## config.mk

```make
export PLATFORM = sky130hd
export DESIGN_NAME = min_heap_timer_queue
export DESIGN_NICKNAME = d
export VERILOG_FILES = /design/src/design/mhtq_pkg.sv /design/src/design/mhtq_ram.sv /design/src/design/min_heap_timer_queue.sv
export SDC_FILE = /design/constraint.sdc
export NUM_CORES = 2
export LEC_CHECK = 0
export BUFFER_PORTS_ARGS = -buffer_cell sky130_fd_sc_hd__buf_2
export CORE_MARGIN = 3
export CORE_UTILIZATION = 35
export DETAILED_ROUTE_END_ITERATION = 10
export GPL_TIMING_DRIVEN = 0
export PLACE_DENSITY = 0.5
export SYNTH_ARGS = -nofsm -noshare
export SYNTH_HDL_FRONTEND = slang
export SYNTH_SLANG_ARGS = --single-unit
```

## constraint.sdc

```tcl
create_clock -name clk -period 24 [get_ports clk]
set_clock_uncertainty 0.2 [all_clocks]
set_input_delay 4.8 -clock clk [delete_from_list [all_inputs] [get_ports clk]]
set_output_delay 4.8 -clock clk [all_outputs]
set_load 0.01 [all_outputs]
```

## src/design/mhtq_pkg.sv

```systemverilog
package mhtq_pkg;
  localparam int CAPACITY = 64;
  localparam int TIME_BITS = 32;
  localparam int SLOT_W = $clog2(CAPACITY);
  localparam int CNT_W = SLOT_W + 1;
  localparam int HANDLE_W = 6;

  localparam logic [1:0] OP_INSERT = 2'd0;
  localparam logic [1:0] OP_ADJUST = 2'd1;
  localparam logic [1:0] OP_CANCEL = 2'd2;
  localparam logic [1:0] OP_TICK   = 2'd3;

  localparam logic [2:0] KIND_DONE      = 3'd0;
  localparam logic [2:0] KIND_FIRED     = 3'd1;
  localparam logic [2:0] KIND_CANCELLED = 3'd2;
  localparam logic [2:0] KIND_FULL      = 3'd3;
  localparam logic [2:0] KIND_BAD_SLOT  = 3'd4;

  typedef struct packed {
    logic [2:0]          kind;
    logic [HANDLE_W-1:0] handle;
    logic [5:0]          position;
    logic                last;
  } result_t;
endpackage

```

## src/design/mhtq_ram.sv

```systemverilog
module mhtq_ram #(
  parameter int DEPTH = 64,
  parameter int WIDTH = 32
) (
  input  logic                     clk,
  input  logic                     we,
  input  logic [$clog2(DEPTH)-1:0] waddr,
  input  logic [WIDTH-1:0]         wdata,
  input  logic [$clog2(DEPTH)-1:0] raddr,
  output logic [WIDTH-1:0]         rdata
);
  logic [WIDTH-1:0] mem [DEPTH];

  always_ff @(posedge clk) begin
    if (we) begin
      mem[waddr] <= wdata;
    end
    rdata <= mem[raddr];
  end
endmodule

```

## src/design/min_heap_timer_queue.sv

```systemverilog
// Binary min-heap of up to 64 timers keyed by a 32-bit expiry time.
// Input channel s_axis: one beat is one command (insert, adjust, cancel,
// tick). Output channel m_axis: result beats; tlast marks the final result
// of a command. Insert, adjust and cancel give one result. A tick gives one
// result per popped root (fired or cancelled entry), or a single "done" when
// no timer is due. A pop beat is held until the next root has been checked,
// so that tlast can be set on the final pop.
// Steps: an insert compares its key with one parent per level as it
// rises. An adjust sinks the new key from its slot, one level at a time.
// A tick with nothing due only reads and checks the root. Each popped
// root has its live flag read; the last entry is then moved to the root
// and sunk before the pop beat is sent.
// s_axis_tready is high only while the sequencer is idle; one command is
// in flight at a time. Heap state lives in RAMs with registered reads.
// Reset empties the heap (count to zero); stores are not cleared and
// entries beyond count are never read for results.
// A stalled receiver holds the sequencer in the result state: the result
// register keeps its beat until m_axis_tready, and no heap work advances.
module min_heap_timer_queue
  import mhtq_pkg::*;
(
  input  logic        clk,
  input  logic        rst,
  input  logic        s_axis_tvalid,
  output logic        s_axis_tready,
  // tdata from bit 0: op[1:0], handle[7:2], slot[13:8], expire[45:14],
  // now[77:46], zero fill to 80 bits.
  input  logic [79:0] s_axis_tdata,
  output logic        m_axis_tvalid,
  input  logic        m_axis_tready,
  // tdata from bit 0: kind[2:0], out_handle[8:3], position[14:9], zero fill.
  output logic [15:0] m_axis_tdata,
  output logic        m_axis_tlast
);
  localparam logic [3:0] S_IDLE   = 4'd0;
  localparam logic [3:0] S_RDP    = 4'd1;  // read parent (insert)
  localparam logic [3:0] S_CMPP   = 4'd2;
  localparam logic [3:0] S_RDC0   = 4'd3;  // read left child
  localparam logic [3:0] S_RDC1   = 4'd4;  // read right child
  localparam logic [3:0] S_CMPC   = 4'd5;
  localparam logic [3:0] S_PLACE  = 4'd6;
  localparam logic [3:0] S_OUT    = 4'd7;
  localparam logic [3:0] S_TROOT  = 4'd8;  // tick: read root
  localparam logic [3:0] S_TCHK   = 4'd9;
  localparam logic [3:0] S_TLIVE  = 4'd10;
  localparam logic [3:0] S_TLAST  = 4'd11; // read last entry
  localparam logic [3:0] S_TLOAD  = 4'd12;
  localparam logic [3:0] S_TWAIT  = 4'd13;
  localparam logic [3:0] S_LOAD   = 4'd14; // take the entry that will sink

  logic [3:0]           state;
  logic [1:0]           op;
  logic [TIME_BITS-1:0] key, now;
  logic [HANDLE_W-1:0]  own;
  logic [SLOT_W-1:0]    hole;
  logic [CNT_W-1:0]     count;
  logic [CNT_W-1:0]     pops;
  logic [TIME_BITS-1:0] ckey;
  logic [HANDLE_W-1:0]  cown;
  logic [SLOT_W-1:0]    cidx;
  logic                 popped_any;
  result_t              res;

  // Shared key/owner RAM port signals, followed by the live-flag RAM port.
  logic                 k_we;
  logic [SLOT_W-1:0]    k_waddr, k_raddr;
  logic [TIME_BITS-1:0] k_wdata, k_rdata;
  logic [HANDLE_W-1:0]  o_wdata, o_rdata;
  logic [HANDLE_W-1:0]  l_raddr;
  logic                 l_rdata;
  logic                 l_we;
  logic [HANDLE_W-1:0]  l_waddr;
  logic                 l_wdata;

  mhtq_ram #(.DEPTH(CAPACITY), .WIDTH(TIME_BITS)) u_key (
    .clk, .we(k_we), .waddr(k_waddr), .wdata(k_wdata), .raddr(k_raddr), .rdata(k_rdata));
  mhtq_ram #(.DEPTH(CAPACITY), .WIDTH(HANDLE_W)) u_own (
    .clk, .we(k_we), .waddr(k_waddr), .wdata(o_wdata), .raddr(k_raddr), .rdata(o_rdata));
  // The per-handle slot map never affects a result, so it is not stored.
  mhtq_ram #(.DEPTH(64), .WIDTH(1)) u_live (
    .clk, .we(l_we), .waddr(l_waddr), .wdata(l_wdata), .raddr(l_raddr),
    .rdata(l_rdata));

  logic [SLOT_W:0]   lchild;
  logic [CNT_W-1:0]  lim;
  assign lchild = {hole, 1'b1};
  assign lim = count - CNT_W'(1);

  assign s_axis_tready = (state == S_IDLE);
  assign m_axis_tvalid = (state == S_OUT);
  assign m_axis_tdata  = {1'b0, res.position, res.handle, res.kind};
  assign m_axis_tlast  = res.last;

  always_comb begin
    k_raddr = hole;
    case (state)
      S_IDLE:  k_raddr = s_axis_tdata[13:8];
      S_RDP:   k_raddr = SLOT_W'((hole - SLOT_W'(1)) >> 1);
      S_RDC0:  k_raddr = lchild[SLOT_W-1:0];
      S_RDC1:  k_raddr = lchild[SLOT_W-1:0] + SLOT_W'(1);
      S_TROOT: k_raddr = '0;
      S_TLAST: k_raddr = count[SLOT_W-1:0];
      default: k_raddr = hole;
    endcase
  end

  always_ff @(posedge clk) begin
    k_we <= 1'b0;
    l_we <= 1'b0;
    if (rst) begin
      state <= S_IDLE;
      count <= '0;
    end else begin
      case (state)
        S_IDLE: if (s_axis_tvalid) begin
          op         <= s_axis_tdata[1:0];
          key        <= s_axis_tdata[45:14];
          now        <= s_axis_tdata[77:46];
          own        <= s_axis_tdata[7:2];
          pops       <= '0;
          popped_any <= 1'b0;
          case (s_axis_tdata[1:0])
            OP_INSERT: begin
              if (count == CNT_W'(CAPACITY)) begin
                res   <= '{KIND_FULL, s_axis_tdata[7:2], 6'd0, 1'b1};
                state <= S_OUT;
              end else begin
                hole  <= count[SLOT_W-1:0];
                count <= count + CNT_W'(1);
                state <= (count == '0) ? S_PLACE : S_RDP;
              end
            end
            OP_ADJUST: begin
              if (CNT_W'(s_axis_tdata[13:8]) >= count) begin
                res   <= '{KIND_BAD_SLOT, 6'd0, 6'd0, 1'b1};
                state <= S_OUT;
              end else begin
                // The owner of the adjusted slot is read on this edge.
                hole  <= s_axis_tdata[13:8];
                state <= S_LOAD;
              end
            end
            OP_CANCEL: begin
              l_we    <= 1'b1;
              l_waddr <= s_axis_tdata[7:2];
              l_wdata <= 1'b0;
              res     <= '{KIND_DONE, s_axis_tdata[7:2], 6'd0, 1'b1};
              state   <= S_OUT;
            end
            default: state <= S_TROOT;
          endcase
        end
        S_RDP: state <= S_CMPP;
        S_CMPP: begin
          if (k_rdata <= key) begin
            state <= S_PLACE;
          end else begin
            k_we    <= 1'b1;
            k_waddr <= hole;
            k_wdata <= k_rdata;
            o_wdata <= o_rdata;
            hole    <= SLOT_W'((hole - SLOT_W'(1)) >> 1);
            state   <= (((hole - SLOT_W'(1)) >> 1) == '0) ? S_PLACE : S_RDP;
          end
        end
        S_LOAD: begin
          own <= o_rdata;
          if (op == OP_TICK) begin
            key <= k_rdata;
          end
          state <= S_RDC0;
        end
        S_RDC0: begin
          if (CNT_W'(lchild) > lim || count == '0) begin
            state <= S_PLACE;
          end else begin
            state <= S_RDC1;
          end
        end
        S_RDC1: begin
          ckey  <= k_rdata;
          cown  <= o_rdata;
          cidx  <= lchild[SLOT_W-1:0];
          state <= S_CMPC;
        end
        S_CMPC: begin
          logic [TIME_BITS-1:0] bk;
          logic [HANDLE_W-1:0]  bo;
          logic [SLOT_W-1:0]    bi;
          bk = ckey; bo = cown; bi = cidx;
          if (CNT_W'(lchild) < lim && k_rdata < ckey) begin
            bk = k_rdata; bo = o_rdata; bi = cidx + SLOT_W'(1);
          end
          if (bk < key) begin
            k_we    <= 1'b1;
            k_waddr <= hole;
            k_wdata <= bk;
            o_wdata <= bo;
            hole    <= bi;
            state   <= S_RDC0;
          end else begin
            state <= S_PLACE;
          end
        end
        S_PLACE: begin
          k_we    <= 1'b1;
          k_waddr <= hole;
          k_wdata <= key;
          o_wdata <= own;
          if (op == OP_INSERT) begin
            l_we    <= 1'b1;
            l_waddr <= own;
            l_wdata <= 1'b1;
            res     <= '{KIND_DONE, own, 6'(hole), 1'b1};
            state   <= S_OUT;
          end else if (op == OP_ADJUST) begin
            res   <= '{KIND_DONE, own, 6'(hole), 1'b1};
            state <= S_OUT;
          end else begin
            state <= S_TWAIT;
          end
        end
        S_TWAIT: state <= S_TROOT;
        S_OUT: if (m_axis_tready) begin
          if (op == OP_TICK && !res.last) begin
            // The held pop beat is gone; the due root is popped next.
            popped_any <= 1'b0;
            state      <= S_TROOT;
          end else begin
            state <= S_IDLE;
          end
        end
        S_TROOT: state <= S_TCHK;
        S_TCHK: begin
          if (count != '0 && pops != CNT_W'(CAPACITY) && k_rdata <= now) begin
            if (popped_any) begin
              // Another pop follows, so the held beat is not the last one.
              state <= S_OUT;
            end else begin
              l_raddr <= o_rdata;
              cown    <= o_rdata;
              state   <= S_TLIVE;
            end
          end else if (!popped_any) begin
            res   <= '{KIND_DONE, 6'd0, 6'd0, 1'b1};
            state <= S_OUT;
          end else begin
            // The held pop beat is the final result of this tick.
            res.last <= 1'b1;
            state    <= S_OUT;
          end
        end
        S_TLIVE: state <= S_TLOAD;
        S_TLOAD: begin
          popped_any <= 1'b1;
          pops       <= pops + CNT_W'(1);
          count      <= count - CNT_W'(1);
          res        <= '{(l_rdata ? KIND_FIRED : KIND_CANCELLED), cown, 6'd0, 1'b0};
          state      <= (count == CNT_W'(1)) ? S_TROOT : S_TLAST;
        end
        S_TLAST: begin
          state <= S_LOAD;
          hole  <= '0;
        end
        default: state <= S_IDLE;
      endcase
    end
  end

  a_out_stable: assert property (@(posedge clk) disable iff (rst)
    (m_axis_tvalid && !m_axis_tready) |=>
      (m_axis_tvalid && $stable(m_axis_tdata) && $stable(m_axis_tlast)));
  a_one_side: assert property (@(posedge clk) disable iff (rst)
    !(s_axis_tready && m_axis_tvalid));
  a_count_range: assert property (@(posedge clk) disable iff (rst)
    count <= CNT_W'(CAPACITY));
  a_state_legal: assert property (@(posedge clk) disable iff (rst)
    state <= S_LOAD);
endmodule
```

==> out/summary.md <==
After clock tree synthesis, the clock-pin slew on the worst setup and hold paths is 0.06 ns. The count of buffers added on input and output ports is 98. The post-synthesis async set-or-reset flop share is 0%. The tools report the TritonCTS buffer count as 299.

The endpoint required time on the critical path is 24.49 ns, and the count of unresolved DRC violations after routing is 0. The min-delay analysis places its worst path in the category flop to flop. Static timing analysis puts the maximum clock frequency at 98.1 MHz.

The tools report the initial antenna violation count as 60. The tools report the portion of the post-synthesis area used by sequential elements as 73.0%. In this run the clock root is driven by a sky130_fd_sc_hd__clkbuf_16. Once detailed placement completed, the half-perimeter wirelength came to 282000 um. Start point of the critical path: s_axis_tdata[11]. The synthesized area per cell was 13.5 um2. sky130_fd_sc_hd__edfxtp_1 is the most common cell in the netlist.

The die covers 328000 um2. In the routed layout, each cell is associated on average with a via count of 5.53. The number of warnings printed during yosys synthesis was 0. The number of global-route vias before repair is 71100. The synthesis-stage register bit count was 2750; the clock latency on the worst-skew pair was 0.92 ns. In this run the post-CTS setup repair buffer count came out at 0. The most critical setup path has its endpoint at u_own.rdata[0].

For the vias after detailed routing, the log shows 74600. The commonest cells after synthesis are 2698 x sky130_fd_sc_hd__edfxtp_1, 1601 x sky130_fd_sc_hd__nand2_1, 596 x sky130_fd_sc_hd__nand3_1, 437 x sky130_fd_sc_hd__a21oi_1, 419 x sky130_fd_sc_hd__and3_1. Along the worst path, the maximum fanout reaches 10. TritonCTS built the clock tree. The final reports fail on max-capacitance violations, max-slew violations. The tools report the startpoint of the worst-slack reg-to-reg timing path as count[2]. Global placer's final weighted congestion: 0.910. In the final timing run, aggregate negative setup slack is 0 ns. The area growth from synthesis to layout is 18.4%. The critical path in this run is classified as primary input to flop.

The worst pin sits at a relative slew slack of -0.164%. The max-capacitance violation count was 1. The sum of overflow across all layers after global routing came out at 0. The logs give 22.8% for the global-route total usage across every layer and 124000 um2 for the placed instance area.

The post-layout minimum cycle time was 10.19 ns; the count of nets left with antenna violations after detail routing was 0. The first global-routing pass estimated 536000 um of wire. The floorplan step set the die width to 573 um. Sorting the synthesized cells by area gives the leading types as sky130_fd_sc_hd__edfxtp_1 72%, sky130_fd_sc_hd__nand2_1 5.3%, sky130_fd_sc_hd__nand3_1 2.7%, sky130_fd_sc_hd__a211oi_1 2.6%, sky130_fd_sc_hd__and3_1 2.3%. The run gives 9615 as the number of design-rule violations left by the first detailed-router iteration. Of the cells placed in the final design, the portion with a size suffix greater than 1 is 11.9%. The first-pass iteration count of the detailed router is 8, and the average detailed-routed wire length per instance is 28.4 um.

Pin placement for this block handled 103 I/O pins. Once layout is complete, the utilization of the core stands at 41.7%. The number of max-slew violations in the final report came out at 1. For this run, the post-layout net count is 9185. The quantity of hold-fixing buffers added after cts is 0. Entering global routing, the biggest net connects 37 pins.

The tools report the layout filler cell count as 29200. The tools report the category of the worst setup path capture point as a flop. The cell type with the largest total area after synthesis was sky130_fd_sc_hd__edfxtp_1. The clock passes through at most 4 buffers. Effective utilization at floorplan: 35.2%. Terminus of the critical flop-to-flop path: k_wdata[18].

The standard cell core area came out at 319000 um2. The synthesized design contains 2698 enable-type register cells. In this run the cell area of the synthesized design comes to 112000 um2. The tools report the arrival time of the worst setup path as 10.69 ns. After detailed routing, the total wire length is 383000 um. The H-tree depth is 5, and the register-to-register setup slack is 14.33 ns. The worst-case reg-to-reg path depth came out at 26. The leading register cell type out of synthesis was sky130_fd_sc_hd__edfxtp_1.

Top cell type's share of synthesized area: 72.1%. The number of core rows is 207, and the final cycle utilization of the critical path is 42.5%. The vertical extent of the die works out to 573 um. The finished cells cover 133000 um2.

Setup violations remaining at the end of the flow were counted as 0. Post-CTS repair changed the size of 0 cells. The number of different library cells used by synthesis comes to 96. The run finished, with violations left. The clock sink total is 2750. Gate count of the mapped netlist: 8350.

Setup repair after global routing left no endpoint under its margin. The measured slew at the worst slew-check pin works out to 1.49 ns. The hold violation count in the final report was 0. For the synthesized net count, the log shows 8585. The kind of launch point of the worst setup path is a primary input.
-- through the flow --
| stage | hold WS (ns) | setup WS [ns] | cells |
|---|---|---|---|
| 2_1_floorplan | 0.244 | 14.84 | 8350 |
| 5_1_grt | 0.337 | 13.97 | 13500 |
| 3_3_place_gp | 0.299 | 10.01 | 12700 |
| 4_1_cts | 0.318 | 14.10 | 13500 |
| 3_5_place_dp | 0.309 | 13.17 | 12900 |
| 6_report | 0.316 | 13.81 | 13500 |
-- cell families (layout without fill, tap and decap cells) --
family                   count (synthesis)  after routing  synth area share (%)
other                                    1             24               0.00334
AO/OA/AOI/OAI                         1506           1506                  8.62
AND/OR/NAND/NOR                       3160           3160                  13.0
flip-flops                            2750           2750                  73.0
buffers and inverters                  683           1511                  2.58
multiplexers                            73             73                 0.929
adder cells (fa/ha/maj)                151            151                  1.68
XOR/XNOR                                26             26                 0.209
-- how the worst min path moves through the flow --
stage	cells after the start	endpoint	slack (ns)	start
floorplan	0	cown[0]	0.24	u_own.rdata[0]
global placement	0	cown[4]	0.30	u_own.rdata[4]
detailed placement	0	cown[4]	0.31	u_own.rdata[4]
CTS	0	cown[4]	0.32	u_own.rdata[4]
global route	0	cown[4]	0.34	u_own.rdata[4]
finish	0	cown[4]	0.32	u_own.rdata[4]
-- routing by layer --
layer	share of wire [%]	wire, um	GRT usage, %	vias up
li1	-	-	-	32900
met1	43	165000	32.9	37900
met2	44	170000	34.8	3304
met3	9.0	34600	4.28	507
met4	3.3	12800	7.41	8
met5	0.012	46	0	-
-- final cells by class --
cell class | instances | area [um2] | area share [%]
clock inverters | 152 | 1340 | 1.00
plain buffers | 559 | 2430 | 1.82
repair buffers | 299 | 5420 | 4.08
clock buffers | 377 | 8000 | 6.01
flip-flops and latches | 2750 | 82100 | 61.7
well taps | 4284 | 5360 | 4.03
inverters | 124 | 468 | 0.352
diodes | 23 | 57.6 | 0.0432
multi-input cells | 4917 | 28000 | 21.0
-- worst max-delay path, stage by stage --
cell and delay (ns):
sky130_fd_sc_hd__buf_2 0.16, sky130_fd_sc_hd__a22o_1 0.22, sky130_fd_sc_hd__a221o_1 0.51, sky130_fd_sc_hd__nor2_2 0.26
sky130_fd_sc_hd__clkbuf_1 1.05, sky130_fd_sc_hd__clkbuf_1 0.74, sky130_fd_sc_hd__a211oi_1 0.07, sky130_fd_sc_hd__o21ai_0 0.71
sky130_fd_sc_hd__nand4_1 0.48, sky130_fd_sc_hd__nor3_1 0.92, sky130_fd_sc_hd__and3_1 0.72
-- cell usage in the layout (no fill, tap or decap), drive strengths merged, types with 204 or more instances in the layout --
master	count
edfxtp	2698
nand2	1605
clkbuf	653
nand3	597
buf	582
a21oi	439
and3	419
a211oi	392
o21ai	253
nor2	204
-- registers in the layout, indices dropped and copies added (netlist names), 4 cells and up --
signal,flops
cidx,5
ckey,32
count,7
cown,6
hole,6
k_waddr,6
k_wdata,32
key,32
l_raddr,6
l_waddr,6
m_axis_tdata,15
now,32
o_wdata,6
own,6
pops,7
state,4
u_key.mem,2048
u_key.rdata,32
u_live.mem,64
u_own.mem,384
u_own.rdata,6
Power is not shown: default switching activity piles up to over one toggle a cycle in this logic, so the estimate is an artifact.
